===== src/hdl/pdie_pkg.sv =====
// ----------------------------------------------------------------------------
// pdie_pkg
// Shared types and constants of the pulse-distance IR frame encoder.
// ----------------------------------------------------------------------------
package pdie_pkg;

	localparam int CMD_W  = 2;
	localparam int CODE_W = 11;
	localparam int DUR_W  = 12;
	localparam int GAP_W  = 4;
	localparam int REG_W  = 2;
	localparam int DATA_W = 12;

	typedef enum logic [CMD_W-1:0] {
		CMD_TICK   = 2'd0,
		CMD_SEND   = 2'd1,
		CMD_REPEAT = 2'd2,
		CMD_STOP   = 2'd3
	} cmd_t;

	// configuration register indexes
	localparam logic [REG_W-1:0] REG_MARK_LENGTH       = 2'd0;
	localparam logic [REG_W-1:0] REG_SPACE_ZERO_LENGTH = 2'd1;
	localparam logic [REG_W-1:0] REG_SPACE_ONE_LENGTH  = 2'd2;
	localparam logic [REG_W-1:0] REG_GAP_TICKS         = 2'd3;

	// reset values
	localparam logic [DUR_W-1:0] MARK_RST       = 12'd7;
	localparam logic [DUR_W-1:0] SPACE_ZERO_RST = 12'd189;
	localparam logic [DUR_W-1:0] SPACE_ONE_RST  = 12'd287;
	localparam logic [GAP_W-1:0] GAP_RST        = 4'd10;

	typedef struct packed {
		logic             carrier_on;
		logic [DUR_W-1:0] duration;
		logic             busy_res;
		logic             accepted;
	} res_t;

endpackage


===== src/hdl/pulse_distance_ir_encoder_unit.sv =====
// ----------------------------------------------------------------------------
// pulse_distance_ir_encoder_unit
// Pulse-distance IR frame encoder: takes tick/send/repeat/stop commands and
// returns the carrier level and interval length after each one.
// ----------------------------------------------------------------------------
//  channel   signals                                    direction
//  command   cmd_valid cmd_ready cmd code               in
//  result    res_valid res_ready carrier_on duration    out
//            busy_res accepted
//  config    cfg_we cfg_index cfg_data                  in, write only
//
// One command per cycle while cmd_ready is high; the result is registered,
// with the frame state, in the result register (skid register if stalled).
// A two-entry output buffer (result register plus skid) keeps cmd_ready high
// for one stalled result; cmd_ready drops only when both hold.
// Reset (arst_n low) clears the frame state and restores register defaults.
module pulse_distance_ir_encoder_unit #(
	parameter int CODE_BITS = 11
) (
	input  logic                        clk,
	input  logic                        arst_n,
	input  logic                        cmd_valid,
	output logic                        cmd_ready,
	input  logic [pdie_pkg::CMD_W-1:0]  cmd,
	input  logic [pdie_pkg::CODE_W-1:0] code,
	output logic                        res_valid,
	input  logic                        res_ready,
	output logic                        carrier_on,
	output logic [pdie_pkg::DUR_W-1:0]  duration,
	output logic                        busy_res,
	output logic                        accepted,
	input  logic                        cfg_we,
	input  logic [pdie_pkg::REG_W-1:0]  cfg_index,
	input  logic [pdie_pkg::DATA_W-1:0] cfg_data
);
	import pdie_pkg::*;

	localparam int BS_W = $clog2(CODE_BITS + 1);

	typedef enum logic [2:0] {
		PH_IDLE,
		PH_MARK,
		PH_SPACE,
		PH_STOPMARK,
		PH_GAP
	} phase_t;

	// configuration
	logic [DUR_W-1:0] mark_len_q, space0_len_q, space1_len_q;
	logic [GAP_W-1:0] gap_ticks_q;

	// frame state
	phase_t                 phase_q, phase_d;
	logic [CODE_BITS-1:0]   shift_q, shift_d;
	logic [BS_W-1:0]        bits_sent_q, bits_sent_d;
	logic [GAP_W-1:0]       gap_done_q, gap_done_d;
	logic                   toggle_q, toggle_d;
	logic [CODE_BITS-1:0]   stored_q, stored_d;
	logic                   carrier_q, carrier_d;
	logic [DUR_W-1:0]       held_dur_q, held_dur_d;
	logic                   acc_d;

	// output buffer
	logic res_valid_q, skid_valid_q;
	res_t res_q, skid_q, res_new;

	logic cmd_take, out_free;
	logic [BS_W-1:0]  bits_inc;
	logic [GAP_W:0]   gap_inc;
	logic             start_ok;

	assign cmd_take = cmd_valid && cmd_ready;
	assign cmd_ready = !skid_valid_q;
	assign out_free = !res_valid_q || res_ready;

	always_ff @(posedge clk or negedge arst_n) begin
		if (!arst_n) begin
			mark_len_q   <= MARK_RST;
			space0_len_q <= SPACE_ZERO_RST;
			space1_len_q <= SPACE_ONE_RST;
			gap_ticks_q  <= GAP_RST;
		end else if (cfg_we) begin
			case (cfg_index)
				REG_MARK_LENGTH:       mark_len_q   <= cfg_data;
				REG_SPACE_ZERO_LENGTH: space0_len_q <= cfg_data;
				REG_SPACE_ONE_LENGTH:  space1_len_q <= cfg_data;
				REG_GAP_TICKS:         gap_ticks_q  <= cfg_data[GAP_W-1:0];
				default: ;
			endcase
		end
	end

	always_comb begin
		phase_d     = phase_q;
		shift_d     = shift_q;
		bits_sent_d = bits_sent_q;
		gap_done_d  = gap_done_q;
		toggle_d    = toggle_q;
		stored_d    = stored_q;
		carrier_d   = carrier_q;
		held_dur_d  = held_dur_q;
		acc_d       = 1'b0;
		bits_inc    = bits_sent_q + 1'b1;
		gap_inc     = {1'b0, gap_done_q} + 1'b1;

		// send stores first, then both send and repeat try to start a frame
		if (cmd_t'(cmd) == CMD_SEND) begin
			stored_d = CODE_BITS'(code);
			if (toggle_q)
				stored_d[CODE_BITS-2] = 1'b1;
		end
		start_ok = (stored_d != '0) && (phase_q == PH_IDLE);

		case (cmd_t'(cmd))
			CMD_TICK: begin
				case (phase_q)
					PH_MARK, PH_STOPMARK: begin
						held_dur_d = mark_len_q;
						carrier_d  = 1'b1;
						phase_d    = (phase_q == PH_MARK) ? PH_SPACE : PH_GAP;
					end
					PH_SPACE: begin
						carrier_d   = 1'b0;
						held_dur_d  = shift_q[CODE_BITS-1] ? space1_len_q : space0_len_q;
						shift_d     = {shift_q[CODE_BITS-2:0], 1'b0};
						bits_sent_d = bits_inc;
						phase_d     = (bits_inc >= BS_W'(CODE_BITS)) ? PH_STOPMARK : PH_MARK;
					end
					PH_GAP: begin
						carrier_d  = 1'b0;
						held_dur_d = space0_len_q;
						gap_done_d = gap_inc[GAP_W-1:0];
						if (gap_inc >= {1'b0, gap_ticks_q}) begin
							bits_sent_d = '0;
							gap_done_d  = '0;
							phase_d     = PH_IDLE;
						end
					end
					default: begin
						carrier_d = 1'b0;
						phase_d   = PH_IDLE;
					end
				endcase
			end
			CMD_SEND, CMD_REPEAT: begin
				if (start_ok) begin
					shift_d     = stored_d;
					bits_sent_d = '0;
					phase_d     = PH_MARK;
					acc_d       = 1'b1;
				end
			end
			default: begin
				// stop is refused while a frame runs
				if (phase_q == PH_IDLE) begin
					toggle_d  = !toggle_q;
					carrier_d = 1'b0;
					acc_d     = 1'b1;
				end
			end
		endcase

		res_new.carrier_on = carrier_d;
		res_new.duration   = held_dur_d;
		res_new.busy_res   = (phase_d != PH_IDLE);
		res_new.accepted   = acc_d;
	end

	always_ff @(posedge clk or negedge arst_n) begin
		if (!arst_n) begin
			phase_q      <= PH_IDLE;
			shift_q      <= '0;
			bits_sent_q  <= '0;
			gap_done_q   <= '0;
			toggle_q     <= 1'b1;
			stored_q     <= '0;
			carrier_q    <= 1'b0;
			held_dur_q   <= MARK_RST;
			res_valid_q  <= 1'b0;
			skid_valid_q <= 1'b0;
		end else begin
			if (cmd_take) begin
				phase_q     <= phase_d;
				shift_q     <= shift_d;
				bits_sent_q <= bits_sent_d;
				gap_done_q  <= gap_done_d;
				toggle_q    <= toggle_d;
				stored_q    <= stored_d;
				carrier_q   <= carrier_d;
				held_dur_q  <= held_dur_d;
			end
			if (out_free) begin
				if (skid_valid_q) begin
					res_valid_q  <= 1'b1;
					skid_valid_q <= 1'b0;
				end else begin
					res_valid_q <= cmd_take;
				end
			end else if (cmd_take) begin
				skid_valid_q <= 1'b1;
			end
		end
	end

	// result payload, no reset
	always_ff @(posedge clk) begin
		if (out_free) begin
			if (skid_valid_q)
				res_q <= skid_q;
			else if (cmd_take)
				res_q <= res_new;
		end else if (cmd_take) begin
			skid_q <= res_new;
		end
	end

	assign res_valid  = res_valid_q;
	assign carrier_on = res_q.carrier_on;
	assign duration   = res_q.duration;
	assign busy_res   = res_q.busy_res;
	assign accepted   = res_q.accepted;

endmodule

===== config.mk =====
export PLATFORM = sky130hd
export DESIGN_NAME = pulse_distance_ir_encoder_unit
export DESIGN_NICKNAME = d
export VERILOG_FILES = /design/src/hdl/pdie_pkg.sv /design/src/hdl/pulse_distance_ir_encoder_unit.sv
export SDC_FILE = /design/constraint.sdc
export NUM_CORES = 1
export LEC_CHECK = 0
export ABC_AREA = 1
export BUFFER_PORTS_ARGS = -buffer_cell sky130_fd_sc_hd__buf_4
export CORE_MARGIN = 3
export CORE_UTILIZATION = 45
export DETAILED_ROUTE_END_ITERATION = 10
export PLACE_DENSITY_LB_ADDON = 0.25
export SLEW_MARGIN = 10
export SYNTH_ARGS = -nofsm -noshare
export SYNTH_HDL_FRONTEND = slang
export SYNTH_SLANG_ARGS = --single-unit

===== constraint.sdc =====
create_clock -name clk -period 4.8 [get_ports clk]
set_input_delay 0.96 -clock clk [delete_from_list [all_inputs] [get_ports clk]]
set_output_delay 0.96 -clock clk [all_outputs]
set_load 0.05 [all_outputs]

==> results of run 1 <==
[power groups by stage]
stage / combinational [uW] / clock [uW] / sequential [uW]
after floorplan: 459 / 0 / 1490
after global placement: 697 / 0 / 1440
after detailed placement: 718 / 0 / 1450
after CTS: 724 / 1270 / 1440
after global routing: 819 / 1320 / 1470
final: 713 / 1240 / 1440
[sequential cells by signal, indices dropped and copies added, names as in the netlist, 3 cells and up]
signal,flops
phase_q,3
space0_len_q,12
held_dur_q,12
bits_sent_q,4
gap_ticks_q,4
shift_q,11
duration,12
stored_q,11
gap_done_q,4
space1_len_q,12
skid_q,15
mark_len_q,12
[per-stage QoR]
| stage | setup slack, ns | power, uW | cell area, sq um | hold slack [ns] |
|---|---|---|---|---|
| 6_report | 1.78 | 3390 | 6770 | 0.485 |
| 3_3_place_gp | 1.49 | 2140 | 6180 | 0.466 |
| 5_1_grt | 1.47 | 3600 | 6770 | 0.513 |
| 3_5_place_dp | 1.37 | 2170 | 6180 | 0.473 |
| 4_1_cts | 1.76 | 3430 | 6770 | 0.487 |
| 2_1_floorplan | 2.35 | 1950 | 5730 | 0.448 |
[Yosys cell counts, drive strengths merged (2+ instances only)]
| library cell | number |
|---|---|
| nor3 | 2 |
| inv | 87 |
| o211ai | 4 |
| nand2 | 211 |
| nand3 | 17 |
| nand4 | 15 |
| ha | 10 |
| a221oi | 4 |
| buf | 9 |
| dfstp | 21 |
| a31oi | 2 |
| xnor2 | 4 |
| a21oi | 8 |
| clkbuf | 16 |
| dfrtp | 68 |
| nor2 | 27 |
| edfxtp | 30 |
| o21ai | 124 |
[routing by layer]
layer	up-vias	global-route usage, %
li1	2242	-
met1	2073	24.3
met2	97	27.7
met3	22	5.51
met4	0	7.75
met5	-	0
[cell type report]
class	instances	share of cell area (%)
Tap cell	168	3.10
Clock inverter	8	1.39
Multi-Input combinational cell	432	31.1
Timing Repair Buffer	51	5.66
Inverter	88	4.88
Clock buffer	24	7.28
Sequential cell	119	46.6
[critical path: stages]
cell,delay [ns]
buf_4,0.11
inv_1,0.06
ha_1,0.47
inv_2,0.16
nand2_1,0.10
nand2_1,0.09
nand2_1,0.08
nor2_1,0.05
nand3_2,0.10
a21oi_2,0.08
nor3_4,0.82
nand2_1,0.15
o21ai_2,0.10
[final timing paths]
kind / startpoint / endpoint / slack [ns] / depth (start not counted)
max in group asynchronous: arst_n / space0_len_q[2]$_DFFE_PN1P_ / 3.23 / 2
min: held_dur_q[8]$_DFFE_PN0P_ / held_dur_q[8]$_DFFE_PN0P_ / 0.49 / 2
max: cmd[1] / shift_q[5]$_DFFE_PN0P_ / 1.78 / 13
min in group asynchronous: arst_n / res_valid$_DFFE_PN0N_ / 0.64 / 1
max reg2reg: skid_valid_q$_DFFE_PN0P_ / gap_done_q[0]$_DFFE_PN0P_ / 1.95 / 7
min reg2reg: held_dur_q[8]$_DFFE_PN0P_ / held_dur_q[8]$_DFFE_PN0P_ / 0.49 / 2
[kinds of logic (layout without fill, tap and decap cells)]
logic type	after synthesis	count (layout)
AOI/OAI and AO/OA	145	145
adders and majority gates	10	10
and+or+nand+nor	272	272
DFF	119	119
buffers and inverters	115	171
xor gates and xnor gates	5	5
==> qor.yml, run 1 <==
final-instance-count-excl-fill: 890
synth_xor_area_share_pct: 0.764
multi_input_area_sq_um: 2110
track_usage_pct: 18.2
wl_met3_microns: 685
combPwrFrac_pct: 21.0
gp_congestion: 0.820
synth.mux.area_fraction_pct: 0
fin_crit_sh_pct: 62.9
syn_to_final_growth_pct: 18.1
switching_share_pct: 30.3
synth.net_count: 708
dieArea_sq_um: 14100
wl_met2_mm: 5.52
drt_pre_antenna_iters: 7
synth-edff-count: 30
slew_violations: 0
startpoint_type: "input pin"
synth_area_leaders: "dfrtp_1 (30%), edfxtp_1 (16%), nand2_1 (13%), dfstp_2 (9.6%), o21ai_0 (8.5%)"
antenna_found_initial: 0
cts_tree: "done"
fin_setup_tns_ns: 0
cp.required_ns: 5.14
dieHeight_microns: 119
arrival_ns: 3.36
final_nets: 751
power_leakage_uw: 0.00318
core_sq_um: 12200
hold_buffers: 0
post_drt_wl_per_cell_microns: 13.3
ys_seq_area_share_pct: 55.0
diodes: 0
maxCapViolations: 0
critPathKind: "in2reg"
syn_area_per_cell_sq_um: 8.61
root_buffer: "clkbuf_16"
rows: 40
synth_warnings: 0
setup.worst_path.end_class: "flop"
rsz0062_at_grt: "false"
synth_fa_ha_area_share_pct: 2.18
cts_sinks: 119
cp_max_fo: 22
tightest_slew_ns: 1.12
intPower_uw: 2360
relSlewSlack_pct: 24.8
route.detailed.drc: 0
grt_max_degree: 63
cts_setup_buffers: 0
post-route-util_pct: 55.4
async_flop_share_pct: 74.8
clock.fmax_ghz: 0.331
grt-ovfl-total: 0
synth_top_area_share_pct: 29.7
cts.clk_slew.worst_paths_ns: 0.05
final_common_cell: "nand2_1"
port_buffers: 48
synthCells: 666
cts-resized-gates: 0
hold_path_class: "reg2reg"
synth_seq_cells: 119
vdd_drop_max_v: 0.000214
synth_top_family_by_area: "simple AND/OR/NAND/NOR gates"
drtIter0Drc: 342
numCtsBuffers: 17
start_util_pct: 46.9
status: "complete, no violations"
first_global_vias: 4199
pwr-share-clk_pct: 36.6
boundaryPins: 49
clock_skew_ns: 0.00566
viasPerCell: 4.98
p_switching_uw: 1030
clockBufferDepth: 2
synth-compound-area-share_pct: 14.1
met1Wirelength_mm: 5.43
drt_wl_total_mm: 11.9
grt_pass1_wl_mm: 20.3
netlist_area_sq_um: 5730
htreeDepth: 4
synthSimpleGateAreaFrac_pct: 19.6
post-place-cells: 858
layout_common_cells: "nand2_1 (204), o21ai_0 (97), inv_1 (85)"
ys_types: 34
layout_min_cycle_time_ns: 3.02
antenna_violating_nets_post_route: 0
dp_hpwl_mm: 8.12
yosysTopAreaCell: "dfrtp_1"
seqCellArea_sq_um: 3150
insertion_delay_ns: 0.42
n_fill_cell: 1133
p_per_area_nw_per_um2: 501
die_w_microns: 119
setup_viol: 0
finalHoldViolations: 0
num_vias: 4434
synth_top_flop_cell: "dfrtp_1"
topRoutingLayerUsed: "met4"
drive_gt1_share_pct: 17.6
seqPwrFrac_pct: 42.4
Note: power is estimated with default switching activity, not from simulation.
==> run 2: changes to the inputs <==
==> constraint.sdc (replaced) <==
create_clock -name clk -period 2.54 [get_ports clk]
set_input_delay 0.508 -clock clk [delete_from_list [all_inputs] [get_ports clk]]
set_output_delay 0.508 -clock clk [all_outputs]
set_load 0.05 [all_outputs]
==> run 2 against run 1 <==
  * Non-clock buffer count grew 27
  * Sequential share of layout area shrank 1.7 points
  * Global-route usage grew 0.20 points
  * Combinational power grew 110%
  * Cell count grew 3.1%
  * Highest routed layer unchanged
==> qor.yml, run 2 (synthesized netlist as in run 1, its figures left out) <==
dp_hpwl_mm: 8.43
dieHeight_microns: 119
regMostFlops: "skid_q"
root_buffer: "clkbuf_16"
rsz0062_at_grt: "false"
r2r_slack_ns: 0.22
grt_max_degree: 55
tightest_slew_ns: 0.766
maxCapViolations: 0
antenna_found_initial: 0
pwr-share-clk_pct: 36.6
worstReg2RegEnd: "busy_res$_DFFE_PP_"
num_vias: 4588
fin_crit_sh_pct: 91.4
boundaryPins: 49
relSlewSlack_pct: 48.8
post_drt_wl_per_cell_microns: 13.5
setup_viol: 0
vdd_drop_max_v: 0.000384
die_w_microns: 119
route.detailed.drc: 0
final_nets: 779
dieArea_sq_um: 14100
critPathKind: "reg2reg"
timing.hold.ws_ns: 0.103
clockBufferDepth: 2
drt_pre_antenna_iters: 6
startpoint: "gap_done_q[0]$_DFFE_PN0P_"
slew_violations: 0
port_buffers: 48
cp_max_fo: 5
clock.fmax_ghz: 0.431
largest_reg_flops: 15
cp.required_ns: 2.71
rows: 40
syn_to_final_growth_pct: 22.5
fin_area_sq_um: 7020
gp_congestion: 0.912
htreeDepth: 4
final-instance-count-excl-fill: 918
r2r-start: "gap_done_q[0]$_DFFE_PN0P_"
viasPerCell: 5.00
finalHoldViolations: 0
numCtsBuffers: 17
cts.clk_slew.worst_paths_ns: 0.05
place_area_sq_um: 6400
arrival_ns: 2.49
drt_wl_total_mm: 12.4
track_usage_pct: 18.4
total_power_uw: 6570
drive_gt1_share_pct: 20.7
combPwrFrac_pct: 22.6
status: "complete, no violations"
drtIter0Drc: 296
intPower_uw: 4600
cts_sinks: 119
insertion_delay_ns: 0.41
grt-ovfl-total: 0
cts_tree: "done"
startpoint_type: "flop"
layout_common_cells: "nand2_1 (204), o21ai_0 (97), inv_1 (85)"
layout_min_cycle_time_ns: 2.32
switching_share_pct: 30.1
grt_pass1_wl_mm: 20.8
clock_skew_ns: 0.00710
first_global_vias: 4312
p_per_area_nw_per_um2: 936
core_sq_um: 12200
hold_buffers: 0
p_switching_uw: 1980
post-place-cells: 885
start_util_pct: 46.9
antenna_violating_nets_post_route: 0
power_leakage_uw: 0.00333
final_common_cell: "nand2_1"
hold_path_class: "in2async"
diodes: 0
rr_worst_depth: 14
seqPwrFrac_pct: 40.8
setup.worst_path.end_class: "flop"
run 2: power groups by stage:
stage	clock, uW	combinational [uW]	sequential, uW
floorplan	0	868	2810
global route	2540	1690	2730
finish	2410	1480	2680
detailed placement	0	1470	2700
global placement	0	1430	2690
CTS	2450	1490	2680
run 2: routing by layer:
metal / vias to the layer above / part of all wire [%] / wire, microns / GRT usage (%)
li1: 2298 / - / - / -
met1: 2129 / 47 / 5860 / 25.6
met2: 136 / 46 / 5660 / 28.4
met3: 25 / 5.1 / 637 / 3.85
met4: 0 / 1.9 / 237 / 7.39
met5: - / 0 / 0 / 0
run 2: worst max path at each step:
stage | to | slack [ns] | cells past startpoint
floorplan | skid_q[0]$_DFFE_PP_ | 0.25 | 5
global route | busy_res$_DFFE_PP_ | 0.01 | 14
detailed placement | shift_q[1]$_DFFE_PN0P_ | -0.30 | 13
global placement | shift_q[10]$_DFFE_PN0P_ | -0.19 | 13
finish | busy_res$_DFFE_PP_ | 0.22 | 14
CTS | shift_q[1]$_DFFE_PN0P_ | 0.13 | 13
run 2: per-stage QoR:
stage	setup WS [ns]	setup TNS (ns)	util [%]
floorplan	0.247	0	-
CTS	0.126	0	57.4
global placement	-0.195	-1.74	52.4
finish	0.219	0	57.5
global route	0.0122	0	57.5
detailed placement	-0.303	-2.74	52.4
run 2: cell type report:
class | count | area (sq um)
tap | 168 | 210
sequential | 119 | 3150
inverter | 88 | 330
fill | 1094 | 5190
multi-input combinational | 433 | 2120
clock inverter | 6 | 85.1
timing repair buffer | 78 | 598
clock buffer | 26 | 520
run 2: what timing repair did:
item | 4_1_cts | 5_1_grt
setup buffers | 0 | 0
endpoints found under the setup margin | 0 | 11
resized for setup | 0 | 1
run 2: worst max-delay path, cell delays in order (launching register included):
cell	delay [ns]
dfrtp_1	0.43
ha_1	0.25
xor2_1	0.17
ha_1	0.32
nand2_1	0.06
nand2_1	0.05
nand3_1	0.06
nand2_1	0.08
inv_1	0.04
nand4_1	0.12
nand2_1	0.09
a21oi_1	0.16
nand3_1	0.13
nand2_1	0.08
nand2_1	0.05
==> run 3: changes to the inputs <==
--- a/config.mk
+++ b/config.mk
@@ -11,6 +11,7 @@
 export CORE_UTILIZATION = 45
 export DETAILED_ROUTE_END_ITERATION = 10
 export PLACE_DENSITY_LB_ADDON = 0.25
+export RECOVER_POWER = 50
 export SLEW_MARGIN = 10
 export SYNTH_ARGS = -nofsm -noshare
 export SYNTH_HDL_FRONTEND = slang
==> constraint.sdc (replaced) <==
create_clock -name clk -period 2.54 [get_ports clk]
set_input_delay 0.508 -clock clk [delete_from_list [all_inputs] [get_ports clk]]
set_output_delay 0.508 -clock clk [all_outputs]
set_load 0.1 [all_outputs]
==> run 3 against run 2 <==
  * The flow now finishes with violations (max-capacitance violations, max-slew violations)
  * Clock-buffer cell count shrank 7
  * Global-route usage shrank 0.072 points
  * Wire length shrank 0.86%
  * Core utilization shrank 1.4 points
  * Maximum frequency shrank 0.98%
  * Via count shrank 0.87%
  * Non-clock buffer count shrank 14
==> qor.yml, run 3 (synthesized netlist as in run 1, its figures left out) <==
final_nets: 764
drive_gt1_share_pct: 19.3
syn_to_final_growth_pct: 19.4
crit_path_frequent_cell: "nand2_1"
post-place-cells: 869
drt_wl_total_mm: 12.3
path_delay_family: "simple AND/OR/NAND/NOR gates"
first_global_vias: 4279
cts_tree: "done"
relSlewSlack_pct: -10.1
cp.required_ns: 2.70
start_util_pct: 46.9
layout_common_cells: "nand2_1 (204), o21ai_0 (97), inv_1 (86)"
cts_sinks: 119
crit_buf_inv: 1
diodes: 0
rr_worst_depth: 14
status: "complete, but fails checks"
fin_crit_sh_pct: 92.3
wl_met2_mm: 5.81
power_leakage_uw: 0.00321
p_per_area_nw_per_um2: 940
drt_pre_antenna_iters: 5
combPwrFrac_pct: 24.8
clock.fmax_ghz: 0.427
whs_path_depth: 3
insertion_delay_ns: 0.41
num_vias: 4548
clock_skew_ns: 0.00788
final-instance-count-excl-fill: 903
antenna_violating_nets_post_route: 0
crit_chain: "ha_2, xor2_1, ha_1, nand2_1, nand2_1, nand3_1, nand2_1, inv_1, nand4_1, nand2_1, a21oi_2, nand3_2, nand2_1, nand2_1"
topRoutingLayerUsed: "met4"
dieHeight_microns: 119
track_usage_pct: 18.3
layout_min_cycle_time_ns: 2.34
startpoint_type: "flop"
r2r_slack_ns: 0.20
regMostFlops: "skid_q"
grt-ovfl-total: 0
setup_viol: 0
finalHoldViolations: 0
vdd_drop_max_v: 0.000351
dieArea_sq_um: 14100
r2r-start: "gap_done_q[0]$_DFFE_PN0P_"
p_switching_uw: 2210
htreeDepth: 4
slew_violations: 29
hold_path_class: "in2reg"
core_sq_um: 12200
cts.clk_slew.worst_paths_ns: 0.06
boundaryPins: 49
wl_met3_microns: 589
hp-start: "cmd_valid"
root_buffer: "clkbuf_16"
grt_pass1_wl_mm: 20.9
switching_share_pct: 34.3
post_drt_wl_per_cell_microns: 13.6
fin_setup_tns_ns: 0
worstReg2RegEnd: "busy_res$_DFFE_PP_"
final_common_cell: "nand2_1"
intPower_uw: 4230
grt_max_degree: 62
gp_congestion: 0.882
clockBufferDepth: 2
total_power_uw: 6440
viasPerCell: 5.04
port_buffers: 48
setup.worst_path.end_class: "flop"
rows: 40
antenna_found_initial: 0
pwr-share-clk_pct: 33.6
cp_slowest_cell: "dfrtp_2"
slowest_delay_ns: 0.43
maxCapViolations: 1
numCtsBuffers: 17
arrival_ns: 2.51
cp_max_fo: 4
tightest_slew_ns: 1.65
failed_checks: "max-capacitance violations, max-slew violations"
n_fill_cell: 1117
met1Wirelength_mm: 5.78
min_to: "res_valid$_DFFE_PN0N_"
drtIter0Drc: 306
critPathKind: "reg2reg"
die_w_microns: 119
largest_reg_flops: 15
route.detailed.drc: 0
seqPwrFrac_pct: 41.6
dp_hpwl_mm: 8.30
## run 3: how the worst max path moves through the flow
stage | start | endpoint | slack [ns] | cells after the start
after floorplan | skid_valid_q$_DFFE_PN0P_ | skid_q[0]$_DFFE_PP_ | 0.14 | 5
after global placement | cmd[1] | shift_q[10]$_DFFE_PN0P_ | 0.12 | 13
after detailed placement | cmd[1] | shift_q[10]$_DFFE_PN0P_ | 0.05 | 13
after CTS | gap_done_q[0]$_DFFE_PN0P_ | busy_res$_DFFE_PP_ | 0.09 | 14
after global routing | gap_done_q[0]$_DFFE_PN0P_ | busy_res$_DFFE_PP_ | -0.007 | 14
final | gap_done_q[0]$_DFFE_PN0P_ | busy_res$_DFFE_PP_ | 0.20 | 14
## run 3: area by class of cell
| class | count | area, sq um | area share, % |
|---|---|---|---|
| Clock buffer | 19 | 443 | 6.47 |
| Clock inverter | 13 | 98.8 | 1.44 |
| Sequential cell | 119 | 3160 | 46.1 |
| Timing Repair Buffer | 64 | 490 | 7.16 |
| Inverter | 88 | 330 | 4.82 |
| Multi-Input combinational cell | 432 | 2120 | 31.0 |
| Tap cell | 168 | 210 | 3.07 |
## run 3: tightest hold or removal path: stages
cell     delay [ns]
buf_4          0.08
nor2_1         0.05
nand2_1        0.06
## run 3: per-stage QoR
stage	hold WS, ns	setup WS (ns)	area (sq um)	util [%]
5_1_grt	0.344	-0.00694	6850	56.1
3_3_place_gp	0.463	0.115	6290	51.5
2_1_floorplan	0.212	0.143	5740	-
4_1_cts	0.0313	0.0941	6840	56.0
3_5_place_dp	0.467	0.0457	6290	51.5
6_report	0.324	0.196	6850	56.1
## run 3: power groups by stage
stage / clock [uW] / combinational [uW] / sequential, uW
after detailed placement: 0 / 1600 / 2700
after global placement: 0 / 1560 / 2690
after floorplan: 0 / 873 / 2980
final: 2160 / 1600 / 2680
after CTS: 2200 / 1610 / 2680
after global routing: 2290 / 1790 / 2730
## run 3: per-layer routing
metal / GRT usage [%] / vias to the layer above
met2: 28.7 / 95
met1: 25.6 / 2174
li1: - / 2269
met3: 4.13 / 10
met5: 0 / -
met4: 5.58 / 0
## run 3: what timing repair did
item | CTS | global route
gates resized for setup | 0 | 4
buffers inserted | 0 | 2
setup endpoints to repair | 0 | 3
hold buffers | 0 | 0
